**config.mk**
```make
export PLATFORM = sky130hd
export DESIGN_NAME = ept_ctrl
export DESIGN_NICKNAME = d
export VERILOG_FILES = /design/src/hw/rtl/ept_pkg.sv /design/src/hw/rtl/ept_ctrl.sv
export SDC_FILE = /design/constraint.sdc
export NUM_CORES = 1
export LEC_CHECK = 0
export ABC_AREA = 1
export BUFFER_PORTS_ARGS = -buffer_cell sky130_fd_sc_hd__clkbuf_2
export CORE_AREA = 2 2 39 41
export DETAILED_ROUTE_END_ITERATION = 12
export DIE_AREA = 0 0 41 43
export GPL_ROUTABILITY_DRIVEN = 0
export GPL_TIMING_DRIVEN = 0
export HOLD_SLACK_MARGIN = 0.12
export PLACE_DENSITY_LB_ADDON = 0.2
export SLEW_MARGIN = 20
export SYNTH_ARGS = -nofsm -noshare
export SYNTH_HDL_FRONTEND = slang
export SYNTH_SLANG_ARGS = --single-unit
export TNS_END_PERCENT = 100
```
**constraint.sdc**
```tcl
create_clock -name clk -period 2.1 [get_ports clk]
set_clock_uncertainty 0.05 [all_clocks]
set_input_delay 0.42 -clock clk [delete_from_list [all_inputs] [get_ports clk]]
set_output_delay 0.42 -clock clk [all_outputs]
set_load 0.05 [all_outputs]
```
**src/hw/rtl/ept_pkg.sv**
```systemverilog
package ept_pkg;

	typedef struct packed {
		logic [39:0] id;
		logic [23:0] zero;
		logic [43:0] base;
		logic [19:0] size;
	} entry_t;

	localparam int ENTRY_W = $bits(entry_t);

	localparam logic [1:0] OP_DEREF  = 2'd0;
	localparam logic [1:0] OP_ENCODE = 2'd1;
	localparam logic [1:0] OP_REVOKE = 2'd2;

	localparam logic [3:0] ST_OK          = 4'd0;
	localparam logic [3:0] ST_RD_UNDER    = 4'd1;
	localparam logic [3:0] ST_RD_OVER     = 4'd2;
	localparam logic [3:0] ST_RD_FREED    = 4'd3;
	localparam logic [3:0] ST_WR_UNDER    = 4'd4;
	localparam logic [3:0] ST_WR_OVER     = 4'd5;
	localparam logic [3:0] ST_WR_FREED    = 4'd6;
	localparam logic [3:0] ST_PRIVATE     = 4'd7;
	localparam logic [3:0] ST_BAD_REVOKE  = 4'd8;
	localparam logic [3:0] ST_NONZERO_OFF = 4'd9;
	localparam logic [3:0] ST_ID_IN_USE   = 4'd10;
	localparam logic [3:0] ST_TABLE_FULL  = 4'd11;

	localparam logic [1:0] CFG_PROTECT_LOW  = 2'd0;
	localparam logic [1:0] CFG_PROTECT_HIGH = 2'd1;

	localparam logic [63:0] PROTECT_LOW_RST  = 64'h0000_0000_6FFF_F000;
	localparam logic [63:0] PROTECT_HIGH_RST = 64'h0000_0200_0000_0000;

	typedef struct packed {
		logic load;
		logic clear_step;
		logic probe;
		logic eval1;
		logic eval2;
		logic out_load;
	} cmd_t;

	typedef struct packed {
		logic clear_last;
		logic probe_done;
		logic out_free;
	} sts_t;

endpackage

```
**src/hw/rtl/ept_ctrl.sv**
```systemverilog
module ept_ctrl (
	input  logic          clk,
	input  logic          arst_n,
	input  logic          in_valid,
	output logic          in_ready,
	output ept_pkg::cmd_t cmd,
	input  ept_pkg::sts_t sts
);

	localparam logic [2:0] S_CLEAR = 3'd0;
	localparam logic [2:0] S_IDLE  = 3'd1;
	localparam logic [2:0] S_PROBE = 3'd2;
	localparam logic [2:0] S_EVAL1 = 3'd3;
	localparam logic [2:0] S_EVAL2 = 3'd4;
	localparam logic [2:0] S_DONE  = 3'd5;

	logic [2:0] state_q;
	logic [2:0] state_d;

	assign in_ready = (state_q == S_IDLE);

	always_comb begin
		state_d = state_q;
		cmd     = '0;
		case (state_q)
			S_CLEAR: begin
				cmd.clear_step = 1'b1;
				if (sts.clear_last) begin
					state_d = S_IDLE;
				end
			end
			S_IDLE: begin
				if (in_valid) begin
					cmd.load = 1'b1;
					state_d  = S_PROBE;
				end
			end
			S_PROBE: begin
				cmd.probe = 1'b1;
				if (sts.probe_done) begin
					state_d = S_EVAL1;
				end
			end
			S_EVAL1: begin
				cmd.eval1 = 1'b1;
				state_d   = S_EVAL2;
			end
			S_EVAL2: begin
				cmd.eval2 = 1'b1;
				state_d   = S_DONE;
			end
			S_DONE: begin
				if (sts.out_free) begin
					cmd.out_load = 1'b1;
					state_d      = S_IDLE;
				end
			end
			default: begin
				state_d = S_IDLE;
			end
		endcase
	end

	always_ff @(posedge clk or negedge arst_n) begin
		if (!arst_n) begin
			state_q <= S_CLEAR;
		end else begin
			state_q <= state_d;
		end
	end

endmodule

```
==> results of run 1 <==
critical path, delay by kind of cell (launching register included):
kind | cells | cell delay [ns]
DFF | 1 | 0.40
buffers and inverters | 2 | 0.36
and+or+nand+nor | 2 | 0.28
layer usage:
layer	up-vias	GRT usage, %
met5	-	0
met4	0	6.00
met3	0	3.14
met2	9	9.06
met1	103	10.7
li1	142	-
what timing repair did:
item                       4_1_cts  5_1_grt
setup endpoints to repair        0        0
buffers inserted                 0        0
resized for setup                0        0
hold endpoints to repair         3        0
hold buffers                     1        0
synth_stat cells (all sizes together):
cell	instances	area, µm²
dfrtp	3	75.1
inv	10	37.5
nand2	4	15.0
nand3	4	25.0
nand3b	1	7.51
nor2	11	41.3
nor3	1	10.0
o21ai	2	10.0
how the worst min path moves through the flow:
stage                 end  cells past startpoint  slack, ns
2_1_floorplan  state_q[0]                      0       0.07
3_3_place_gp   state_q[1]                      1       0.17
3_5_place_dp   state_q[1]                      1       0.17
4_1_cts        state_q[2]                      2       0.34
5_1_grt        state_q[2]                      2       0.34
6_report       state_q[2]                      2       0.35
report_power, final:
part | total (mW) | internal, mW | switching (mW)
Clock | 0.100 | 0.0712 | 0.0292
Sequential | 0.113 | 0.0852 | 0.0283
Combinational | 0.403 | 0.0946 | 0.309
cell type report:
type | count | area share (%)
well taps | 16 | 5.93
clock buffers | 4 | 7.78
flip-flops and latches | 3 | 22.2
multi-input cells | 23 | 32.2
inverters | 10 | 11.1
repair buffers | 13 | 20.7
logic make-up after synthesis:
| group | Yosys count | synth area share, % |
|---|---|---|
| buffers and inverters | 10 | 16.9 |
| DFF | 3 | 33.9 |
| AOI/OAI and AO/OA | 2 | 4.52 |
| and+or+nand+nor | 21 | 44.6 |
metrics by stage:
step                      std cells  power [mW]  hold slack [ns]
after floorplan                  36       0.433           0.0744
after global placement           64       0.519            0.169
after detailed placement         64       0.518            0.169
after CTS                        69       0.628            0.336
after global routing             69       0.682            0.336
final                            69       0.617            0.349
==> flow_summary_export.csv, run 1 <==
group,metric,value,unit
run_status,outcome,"finished clean",
flow_run,maxCapViolCount,0,
finish,multiInputGateArea,109,µm²
finish,n_fill_cell,171,
power,p_leak,0.213,nW
finish,syn2layout_area_growth,52.5,%
critical_path,reg2regPathDepth,6,
detailed_routing,drt-vias-per-instance,3.68,
floorplan,die-area,1760,µm²
detailed_routing,num_vias,254,
finish,top_register,"state_q",
grt,first_global_vias,233,
clock_network,numCtsBuffers,3,
detailed_routing,antenna_left,0,
critical_path,reg2reg_from,"state_q[2]",
clock_network,cts.path.max_buffers,2,
floorplan,rows,14,
yosys,synth_nets,42,
finish,seq_area,75.1,µm²
sta,period_share,83.5,%
critical_path,crit_type,"register to primary output",
finish,drive_above_1_share,34.0,%
sta,setup_viol,0,
critical_path,path_max_fanout,4,
detailed_routing,drc_errors,0,
critical_path,critPathArrivalTime,1.28,ns
finish,fin_area,338,µm²
hold_path,hold_class,"input port to register",
placed_design,dp_hpwl,412,µm
critical_path,worstSetupEndpointType,"primary output",
placed_design,dpl_cell_area,302,µm²
finish,most-common-layout-cells,"12 x clkbuf_2, 11 x nor2_1, 9 x inv_1",
sta,layout_min_cycle_time,1.75,ns
critical_path,slowest_delay,0.40,ns
finish,top_regs,"state_q (3)",
grt,grt_overflow,0,
finish,largest_reg_flops,3,
yosys,syn_area,221,µm²
critical_path,crit_path_start,"state_q[0]",
clock_network,cts-root-buf,"clkbuf_4",
clock_network,insertion_delay,0.23,ns
detailed_routing,wire_per_inst,7.35,µm
yosys,seq_area_frac_synth,33.9,%
sta,final_max_slew_viol_count,0,
critical_path,setup.worst_path.end,"cmd[1]",
sta,timing.fmax,570,MHz
sta,finalHoldViolations,0,
power,power-per-cell-area,1830,nW/µm²
detailed_routing,drt_iter0_drc,9,
grt,grt_pass1_wl,890,µm
clock_network,cts_sinks,3,
yosys,synth_seq_cells,3,
hold_path,hold_start,"sts[0]",
detailed_routing,m1WireLength,254,µm
clock_network,tritoncts,"done",
floorplan,io_pins,13,
yosys,avgSynthCellArea,6.15,µm²
sta,rsz0062_at_grt,"false",
detailed_routing,routed-wl-met2,221,µm
detailed_routing,firstDrtPassIters,4,
grt,antenna_found_initial,0,
critical_path,r2r_slack,0.97,ns
critical_path,critPathLaunchType,"register",
critical_path,crit_slowest_cell,"dfrtp_1",
clock_network,clk_pin_slew,0.04,ns
critical_path,crit_required,1.63,ns
finish,diodes,0,
placed_design,preCtsSetupSlack,0.585,ns
critical_path,path_cells,"nor2_1, inv_1, nor2_1, clkbuf_2",
floorplan,dieWidth,41,µm
critical_path,cp_common_cell,"nor2_1",
clock_network,h-tree-depth,1,
critical_path,r2r-end,"state_q[1]",
placed_design,portBuffers,12,
grt,track_usage,7.75,%
finish,final_common_cell,"clkbuf_2",
grt,grt_max_degree,7,
power,peakVddDrop,0.603,mV
yosys,ys_types,11,
yosys,yosysWarningCount,0,
floorplan,die_y,43,µm
detailed_routing,met3_length,31,µm
detailed_routing,maxUsedRoutingLayer,"met3",
sta,fin_ws,0.347,ns
detailed_routing,totalWireLength,507,µm
sta,tns,0,ns
finish,final_nets,60,
floorplan,start_util,16.0,%
yosys,syn_inst,36,
sta,worstMarginPinSlew,0.275,ns
sta,relSlewSlack,81.7,%
floorplan,core_area,1380,µm²
finish,finalCoreUtilization,24.4,%
Note: power is estimated with default switching activity, not from simulation.
==> inputs of run 2 (changes only) <==
==> constraint.sdc (replaced) <==
create_clock -name clk -period 1.6 [get_ports clk]
set_clock_uncertainty 0.05 [all_clocks]
set_input_delay 0.32 -clock clk [delete_from_list [all_inputs] [get_ports clk]]
set_output_delay 0.32 -clock clk [all_outputs]
set_load 0.05 [all_outputs]
==> run 2 against run 1 <==
Against the previous run: clock power grew 32%; sequential cell count is the same; design area up 18%; count of clock-buffer cells in the layout is the same; global-route usage is 0.60 points higher; register-to-register slack got worse by 0.50 ns; utilization grew 4.3 points; critical endpoint unchanged; largest power group unchanged.
==> flow_summary_export.csv, run 2 (synthesis gave the netlist of run 1 again) <==
group,metric,value,unit
critical_path,r2r-end,"state_q[1]",
grt,first_global_vias,216,
detailed_routing,firstDrtPassIters,2,
clock_network,clk_pin_slew,0.04,ns
critical_path,crit_type,"register to primary output",
grt,grt_max_degree,7,
sta,worstMarginPinSlew,0.196,ns
sta,setup_viol,0,
grt,grt_overflow,0,
finish,most-common-layout-cells,"8 x nor2_1, 8 x inv_1, 5 x clkbuf_2",
sta,period_share,98.0,%
floorplan,core_area,1380,µm²
grt,track_usage,8.35,%
hold_path,hold_start,"sts[0]",
detailed_routing,drc_errors,0,
floorplan,die_y,43,µm
clock_network,insertion_delay,0.23,ns
finish,diodes,0,
clock_network,tritoncts,"done",
finish,seq_area,76.3,µm²
finish,syn2layout_area_growth,79.7,%
sta,timing.fmax,638,MHz
placed_design,portBuffers,12,
finish,drive_above_1_share,45.3,%
finish,top_regs,"state_q (3)",
detailed_routing,wire_per_inst,8.01,µm
critical_path,worstSetupEndpointType,"primary output",
grt,top_usage_layer,"met1",
clock_network,postCtsSetupBuffers,0,
critical_path,r2r_slack,0.47,ns
power,power-per-cell-area,2300,nW/µm²
hold_path,hold_path_depth,2,
detailed_routing,num_vias,254,
grt,grt.met2_usage,9.06,%
clock_network,cts.path.max_buffers,2,
placed_design,dpl_cell_area,307,µm²
critical_path,path_max_fanout,4,
power,peakVddDrop,0.842,mV
run_status,outcome,"finished clean",
sta,relSlewSlack,86.9,%
clock_network,numCtsBuffers,3,
critical_path,critPathLaunchType,"register",
critical_path,reg2regPathDepth,6,
floorplan,io_pins,13,
floorplan,die-area,1760,µm²
detailed_routing,drt_iter0_drc,8,
sta,final_max_slew_viol_count,0,
clock_network,cts_sinks,3,
finish,n_fill_cell,157,
detailed_routing,drt-vias-per-instance,3.68,
flow_run,maxCapViolCount,0,
critical_path,crit_required,1.23,ns
clock_network,h-tree-depth,1,
finish,final_nets,60,
clock_network,cts-root-buf,"clkbuf_4",
detailed_routing,antenna_left,0,
sta,finalHoldViolations,0,
floorplan,start_util,16.0,%
finish,fin_area,398,µm²
grt,grt_pass1_wl,862,µm
placed_design,dp_hpwl,437,µm
floorplan,dieWidth,41,µm
finish,multiInputGateArea,126,µm²
power,power,0.916,mW
grt,globalRouteMet3Util,6.28,%
critical_path,reg2reg_from,"state_q[2]",
detailed_routing,totalWireLength,553,µm
hold_path,min_to,"state_q[2]",
power,p_leak,0.222,nW
floorplan,rows,14,
hold_path,hold_class,"input port to register",
finish,largest_reg_flops,3,
grt,antenna_found_initial,0,
sta,layout_min_cycle_time,1.57,ns
sta,rsz0062_at_grt,"true",
critical_path,critPathArrivalTime,1.20,ns
grt,use_met1,9.71,%
finish,top_register,"state_q",
==> run 2: cell count changes in the layout (fill, tap and decap cells not counted), moves of 2 or more <==
cell,delta
clkbuf_8,+2
nor2_1,-3
clkbuf_2,-7
nor2_2,+2
buf_4,+3
==> run 2: power breakdown <==
| part | internal (mW) | leakage, nW | switching, mW |
|---|---|---|---|
| combinational | 0.199 | 0.172 | 0.424 |
| clock | 0.0935 | 0.0150 | 0.0390 |
| sequential | 0.114 | 0.0356 | 0.0462 |
==> run 2: worst max path at each step <==
stage,start,endpoint,slack (ns),depth (start not counted)
after floorplan,state_q[0],cmd[1],-0.03,3
after global placement,state_q[0],cmd[1],0.19,4
after detailed placement,state_q[0],cmd[1],0.19,4
after CTS,state_q[0],cmd[2],0.002,3
after global routing,state_q[0],cmd[1],-0.03,4
final,state_q[0],cmd[1],0.03,4
==> run 2: worst max-delay path, cell delays in order (launching register included) <==
cell and delay, ns:
dfrtp_1 0.42, nor2_2 0.14, inv_1 0.06, nor2_1 0.14, clkbuf_8 0.21
==> run 2: area by class of cell <==
type | count | share of cell area, %
multi-input combinational | 23 | 31.8
timing repair buffer | 13 | 28.0
sequential | 3 | 19.2
inverter | 10 | 9.43
clock buffer | 4 | 6.60
tap | 16 | 5.03
==> run 2: timing repair <==
action / 4_1_cts / 5_1_grt
pin swaps: 0 / 1
endpoints found under the setup margin: 7 / 6
resized for setup: 11 / 10
hold buffers: 1 / 0
hold endpoints to repair: 3 / 0
==> run 2: per-stage QoR <==
step	instances	TNS (ns)	util [%]	setup slack, ns	hold slack [ns]
after floorplan	36	-0.0290	-	-0.0290	-0.0256
after global placement	64	0	22.2	0.190	0.0696
after detailed placement	64	0	22.2	0.186	0.0709
after CTS	69	0	27.6	0.00152	0.243
after global routing	69	-0.0653	28.8	-0.0331	0.237
final	69	0	28.8	0.0322	0.246
==> run 2: layer usage <==
| metal | routed length [µm] | vias up |
|---|---|---|
| li1 | - | 144 |
| met1 | 266 | 99 |
| met2 | 240 | 11 |
| met3 | 47 | 0 |
| met4 | 0 | 0 |
| met5 | 0 | - |
